$ cat config.mk
export PLATFORM = sky130hd
export DESIGN_NAME = shdmt_mod_unit
export DESIGN_NICKNAME = d
export VERILOG_FILES = /design/src/hdl/assert_macros.svh /design/src/hdl/shdmt_pkg.sv /design/src/hdl/shdmt_mod_unit.sv
export SDC_FILE = /design/constraint.sdc
export NUM_CORES = 1
export LEC_CHECK = 0
export BUFFER_PORTS_ARGS = -buffer_cell sky130_fd_sc_hd__buf_2
export CAP_MARGIN = 20
export CELL_PAD_IN_SITES_DETAIL_PLACEMENT = 1
export CELL_PAD_IN_SITES_GLOBAL_PLACEMENT = 2
export CORE_ASPECT_RATIO = 1.25
export CORE_MARGIN = 3
export CORE_UTILIZATION = 41
export CTS_BUF_LIST = sky130_fd_sc_hd__clkbuf_4 sky130_fd_sc_hd__clkbuf_8
export DETAILED_ROUTE_END_ITERATION = 12
export PLACE_DENSITY_LB_ADDON = 0.1
export SLEW_MARGIN = 15
export SYNTH_ARGS = -nofsm -noshare
export SYNTH_HDL_FRONTEND = slang
export SYNTH_SLANG_ARGS = --single-unit
$ cat constraint.sdc
create_clock -name clk -period 4.2 [get_ports clk]
set_input_delay 0.21 -clock clk [delete_from_list [all_inputs] [get_ports clk]]
set_output_delay 0.21 -clock clk [all_outputs]
set_load 0.02 [all_outputs]
$ cat src/hdl/assert_macros.svh
// Assertion macros used by the top-level RTL; empty bodies when SYNTHESIS is set.
`ifndef ASSERT_MACROS_SVH
`define ASSERT_MACROS_SVH
`ifndef SYNTHESIS
// prop must hold at every edge outside reset
`define ASSERT_RST(lbl, clk, rst_n, prop) \
  lbl: assert property (@(posedge clk) disable iff (!rst_n) prop) \
    else $error("assertion failed");
// cond must never be true outside reset
`define ASSERT_NEVER(lbl, clk, rst_n, cond) \
  lbl: assert property (@(posedge clk) disable iff (!rst_n) !(cond)) \
    else $error("forbidden condition seen");
`else
`define ASSERT_RST(lbl, clk, rst_n, prop)
`define ASSERT_NEVER(lbl, clk, rst_n, cond)
`endif
`endif

$ cat src/hdl/shdmt_pkg.sv
// Types and constants of the string hash direct-mapped table.
`timescale 1ns / 1ps
`default_nettype none
package shdmt_pkg;

  localparam int HASH_W      = 32;
  localparam int KEY_W       = 8;
  localparam int CFG_W       = 11;
  localparam int VAL_PORT_W  = 32;
  localparam int SLOT_PORT_W = 10;
  localparam int STATUS_W    = 2;
  localparam int HASH_SHIFT  = 15;

  localparam logic [HASH_W-1:0] HASH_MULT  = 32'h5bd1_e995;
  localparam logic [CFG_W-1:0]  SIZE_RESET = 11'd1024;

  localparam logic REQ_INSERT = 1'b0;
  localparam logic REQ_LOOKUP = 1'b1;

  localparam logic [STATUS_W-1:0] ST_INSERTED  = 2'd0;
  localparam logic [STATUS_W-1:0] ST_COLLISION = 2'd1;
  localparam logic [STATUS_W-1:0] ST_HIT       = 2'd2;
  localparam logic [STATUS_W-1:0] ST_MISS      = 2'd3;

  typedef struct packed {
    logic              start;
    logic [HASH_W-1:0] dividend;
  } mod_req_t;

  typedef struct packed {
    logic             done;
    logic [CFG_W-1:0] rem;
  } mod_rsp_t;

endpackage
`default_nettype wire

$ cat src/hdl/shdmt_mod_unit.sv
// Bit-serial remainder unit: hash modulo the clamped table size.
`timescale 1ns / 1ps
`default_nettype none
module shdmt_mod_unit #(
  parameter int TABLE_DEPTH = 1024
) (
  input  wire                          clk,
  input  wire                          rst_n,
  input  wire [shdmt_pkg::CFG_W-1:0]   size_cfg,
  input  shdmt_pkg::mod_req_t          req,
  output shdmt_pkg::mod_rsp_t          rsp
);
  import shdmt_pkg::*;

  localparam int CNT_W = $clog2(HASH_W);
  localparam logic [CNT_W-1:0] CNT_LAST = CNT_W'(HASH_W - 1);
  localparam logic [31:0] DEPTH_U32 = TABLE_DEPTH;

  logic              busy_r, busy_nxt;
  logic              done_r, done_nxt;
  logic [CNT_W-1:0]  cnt_r, cnt_nxt;
  logic [HASH_W-1:0] dvd_r, dvd_nxt;
  logic [CFG_W-1:0]  rem_r, rem_nxt;
  logic [CFG_W-1:0]  div_r, div_nxt;
  logic [CFG_W-1:0]  eff_size;
  logic [CFG_W:0]    trial;
  logic [CFG_W-1:0]  rem_step;

  // zero acts as one, anything past the depth saturates
  always_comb begin
    priority if (size_cfg == '0) begin
      eff_size = CFG_W'(1);
    end else if (32'(size_cfg) > DEPTH_U32) begin
      eff_size = DEPTH_U32[CFG_W-1:0];
    end else begin
      eff_size = size_cfg;
    end
  end

  // rem < div, so the shifted trial stays below twice the divisor
  always_comb begin
    trial = {rem_r, dvd_r[HASH_W-1]};
    if (trial >= {1'b0, div_r}) begin
      rem_step = CFG_W'(trial - {1'b0, div_r});
    end else begin
      rem_step = trial[CFG_W-1:0];
    end
  end

  always_comb begin
    busy_nxt = busy_r;
    done_nxt = 1'b0;
    cnt_nxt  = cnt_r;
    dvd_nxt  = dvd_r;
    rem_nxt  = rem_r;
    div_nxt  = div_r;
    if (req.start) begin
      busy_nxt = 1'b1;
      cnt_nxt  = '0;
      dvd_nxt  = req.dividend;
      rem_nxt  = '0;
      div_nxt  = eff_size;
    end else if (busy_r) begin
      dvd_nxt = {dvd_r[HASH_W-2:0], 1'b0};
      rem_nxt = rem_step;
      cnt_nxt = cnt_r + CNT_W'(1);
      if (cnt_r == CNT_LAST) begin
        busy_nxt = 1'b0;
        done_nxt = 1'b1;
      end
    end
  end

  always_ff @(posedge clk) begin
    if (!rst_n) begin
      busy_r <= 1'b0;
      done_r <= 1'b0;
      cnt_r  <= '0;
    end else begin
      busy_r <= busy_nxt;
      done_r <= done_nxt;
      cnt_r  <= cnt_nxt;
    end
  end

  always_ff @(posedge clk) begin
    dvd_r <= dvd_nxt;
    rem_r <= rem_nxt;
    div_r <= div_nxt;
  end

  assign rsp.done = done_r;
  assign rsp.rem  = rem_r;

endmodule
`default_nettype wire

* Word level (Yosys, flattened, before mapping)
Index checks and enable logic that the tools add are counted.
W data, S select, Z words.
** Word-level totals
- Flip-flop bits (word level) :: 61
- Input bits :: 46
- Logic and storage cells :: 27
** Cells by class
- $add $sub $neg :: 2
- Magnitude comparators :: 2
- Eq/ne operators :: 1
- Mux-type cells :: 8
- Bitwise gates (word level) :: 2
- Reductions and logical operators :: 5
** Operator list (number)
- $mux W32 :: 2
- $mux W11 :: 2
- $ge A12 B11 Y1 :: 1
- $gt A11 B11 Y1 const B :: 1
- $logic_not A11 Y1 :: 1
- $sub A11 B11 Y11 :: 1
- $add A5 B1 Y5 const B :: 1
- $eq A5 B5 Y1 const B :: 1
- $mux W1 :: 4
- $reduce_or A2 Y1 :: 2
- $reduce_or A3 Y1 :: 1
- $not A1 Y1 :: 2
- $reduce_bool A2 Y1 :: 1

* Logic depth before layout (Yosys ltp)
- Word-level depth :: 4
- Depth in mapped cells :: 10
- Depth with buffers taken out :: 9

* Worst setup path after synthesis
Ideal clock, no wire load.
- Path type :: register to register
- From :: register dvd_r[31]
- To :: register rem_r[0]
- Setup time :: 79 ps
- Data arrival time :: 2264 ps
- Data required time :: 4121 ps
- Setup slack :: 1857 ps
- Stages on the path, launching flop included :: 10
- Cell sequence :: edfxtp_1 > inv_1 > ha_1 > fa_1 > and2b_1 > o22a_1 > o2111a_2 > a211oi_4 > mux2_4 > a211oi_2
** Between the ends
- Longest elaborated chain between the ends :: 2
** Ends and longest elaborated chain
- start: declaration :: RTL line shdmt_mod_unit.sv:22 : logic [HASH_W-1:0] dvd_r, dvd_nxt;
- start signal: assignment :: RTL line shdmt_mod_unit.sv:87 : dvd_r <= dvd_nxt;
- $sub A11 B11 Y11 / $ge A12 B11 Y1 (equally long branches) :: RTL line shdmt_mod_unit.sv:44, shdmt_mod_unit.sv:43
- $mux W11 (*) :: RTL line shdmt_mod_unit.sv:43 : if (trial >= {1'b0, div_r}) begin
- end signal: assignment :: RTL line shdmt_mod_unit.sv:88 : rem_r <= rem_nxt;
- end: declaration :: RTL line shdmt_mod_unit.sv:23 : logic [CFG_W-1:0] rem_r, rem_nxt;
Mark *: on every way between the ends. The rest lies on a longest branch, timed or not.
A chain may end at the register's enable or synchronous reset.

* Final worst setup path
Same ends and word-level chain as after synthesis.

==> impl_results.md <==
* Post-synthesis cell count at 266
* Initial drt markers at 58
* Post-route ant nets at 0
* Post-Syn Nets at 326
* Routability cong. at 0.739
* Synth warnings at 0
* Worst-path fanout max at 9
* Area contributors post-synth: edfxtp_1 (41%), dfxtp_1 (11%), mux2_2 (11%)
* Clock Sinks at 61
* Die height at 104 µm
* Layout cells sized above 1 at 36.0%
* # setup viols final at 0
* FF+latch count, synth at 61
* Final HPWL DP at 4780 µm
* Crit path setup slack, layout at 1.60 ns
* WP data required at 4.46 ns
* Final wirelength at 6830 µm
* Antenna violations before repair at 0
* Pre-antenna DRT Iters at 4
* Outcome: finished, final reports clean
* Starting Density at 42.5%
* Yosys top cell by area: edfxtp_1
* CTS clk-pin slew, worst paths at 0.08 ns
* Max Clock Freq at 385 MHz
* IO Port Bufs at 57
* Clock Latency Late Sink at 0.34 ns
* Core Region at 0.00744 mm²
* Synth Area in Compound Gates at 10.7%
* CTS tree: done
* Total GRT Usage at 16.7%
* Post-synth top cells: edfxtp_1 (43), mux2_2 (31), nor2_1 (19), dfxtp_1 (18), nand2_1 (18)
* Max_cap viols at 0
* Distinct cell type count after synthesis at 56
* Number of synthesized flops with an enable pin at 43
* Max-slew headroom at 47.0%
* Simple-gate area share of the yosys netlist at 13.1%
* Most frequent cell after synthesis: edfxtp_1
* Fillers at 815
* First-pass GRT wire length at 11600 µm
* Wire length per cell at 16.3 µm
* Lkg Pwr at 1.58 nW
* I/O pin cnt at 58
* Netlist Area Pre-Place at 0.00316 mm²
* Setup crit end kind: flip-flop
* Drc violations at 0
* Horiz. Die Dim at 84.6 µm
* Register area at 0.00165 mm²
* Vias at 2223
* Area growth syn-to-layout at 19.0%
* Setup TNS at 0 ns
* Yosys top cell area share at 40.8%
* CTS Buf Count at 9
* Sequential area share after synthesis at 52.2%
* Clk buf depth at 2
* Peak supply drop at 325 µV
* Adder-Cell Fraction of Synth Area at 5.78%
* Pin count of the biggest net entering global routing at 58
* Worst-margin pin slew at 0.795 ns
* Row cnt at 35
* Avg Cell Area, Syn at 11.9 µm²
* Setup CP Type: reg2reg
* Final Hold Fails at 0
* Min Tclk post-route at 2.60 ns
* Cts hold-fix bufs at 0
* Area of the multi-input gates at 0.00139 mm²
* Root Buffer: clkbuf_8
* Slew Viols, Final at 0
* Resize count post-CTS at 0
* Final Skew at 0.0141 ns
* Pwr dens at 449 mW/mm²
* Largest family of logic cells by synthesized area: simple AND/OR/NAND/NOR gates
* Post-CTS setup buffers at 0
* CP Launch Type: flip-flop
* Worst hold path class: in2reg
* Fin util at 50.6%
* H-tree depth at 3
* DR vias/cell at 5.29
* Post-synthesis mux area share at 12.5%
* Vias in the first global route at 2346
* Setup repair after global routing missed its margin: false
* Die ar. at 0.00881 mm²
* Total grt overflow at 0
* Ant. Diodes at 0
* XOR/XNOR Fraction of Synth Area at 1.94%
* Pre-CTS setup slack at 1.59 ns
* Critical Path AT at 2.86 ns
* Top_reg_cell synth: edfxtp_1
* Final Cycle Share at 61.9%
* Post-synth ARST share at 0%
* Nets at 383
-- metal layers --
layer | part of all wire, % | track usage, % | up-vias | routed length (µm)
li1 | - | - | 1095 | -
met1 | 46 | 21.4 | 1074 | 3140
met2 | 48 | 26.5 | 45 | 3310
met3 | 4.1 | 4.60 | 9 | 283
met4 | 1.5 | 6.79 | 0 | 100
met5 | 0 | 0 | - | 0
-- worst max-delay path, cell delays in order (launching register included) --
cell and delay [ns]:
edfxtp_1 0.36, inv_1 0.08, ha_1 0.18, fa_1 0.21, and2b_1 0.20, o22a_1 0.21
o2111a_2 0.31, a211oi_4 0.43, mux2_4 0.36, a211oi_2 0.20
-- registers in the layout, summed over array words and instances (netlist names) --
| signal | count |
|---|---|
| dvd_r | 32 |
| div_r | 11 |
| busy_r | 1 |
| cnt_r | 5 |
| rem_r | 11 |
| done_r | 1 |
-- path summary, 6_finish.rpt --
check             cells past startpoint       end       from  slack (ns)
setup / recovery                      9  rem_r[0]  dvd_r[31]        1.60
hold / removal                        2    busy_r      rst_n        0.10
setup reg to reg                      9  rem_r[0]  dvd_r[31]        1.60
hold reg to reg                       2  cnt_r[4]   cnt_r[4]        0.51
-- logic make-up after synthesis --
group	count (synthesis)
AND/OR/NAND/NOR	78
multiplexers	35
buffers and inverters	29
XOR/XNOR	7
flip-flops	61
AO/OA/AOI/OAI	42
adder cells (fa/ha/maj)	14
-- power by group --
part	internal, mW	total [mW]	switching (mW)
Clock	0.398	0.658	0.259
Combinational	0.133	0.300	0.168
Sequential	0.706	0.730	0.0246
Total	1.24	1.69	0.452
-- area by class of cell --
type / instances / area share, %
tap: 92 / 3.06
clock inverter: 7 / 3.26
inverter: 16 / 1.60
sequential: 61 / 43.9
multi-input combinational: 176 / 36.9
timing repair buffer: 59 / 7.98
clock buffer: 9 / 3.29
-- metrics by stage --
step | total power, mW | cell area [µm²] | hold slack (ns) | std cells
floorplan | 0.959 | 3160 | 0.322 | 266
global placement | 1.04 | 3520 | 0.431 | 404
detailed placement | 1.05 | 3520 | 0.450 | 404
CTS | 1.71 | 3760 | 0.0889 | 420
global route | 1.77 | 3760 | 0.0934 | 420
finish | 1.69 | 3760 | 0.101 | 420
-- cell usage in the layout (no fill, tap or decap), types with 3 or more instances in the layout --
master,Yosys,layout
a21o_1,3,3
a21oi_1,5,5
a311oi_1,7,7
buf_2,0,57
bufinv_16,0,3
clkbuf_8,0,9
dfxtp_1,18,18
edfxtp_1,43,43
ha_1,13,13
inv_1,16,16
mux2_2,31,31
mux2i_1,3,3
nand2_1,18,18
nand3_1,4,4
nor2_1,19,19
nor2b_1,12,12
nor4_1,6,6
o21ai_0,4,4
o31ai_1,3,3
xnor2_1,3,3
xor2_1,4,4
No activity file was read; power rests on OpenSTA's default activity.
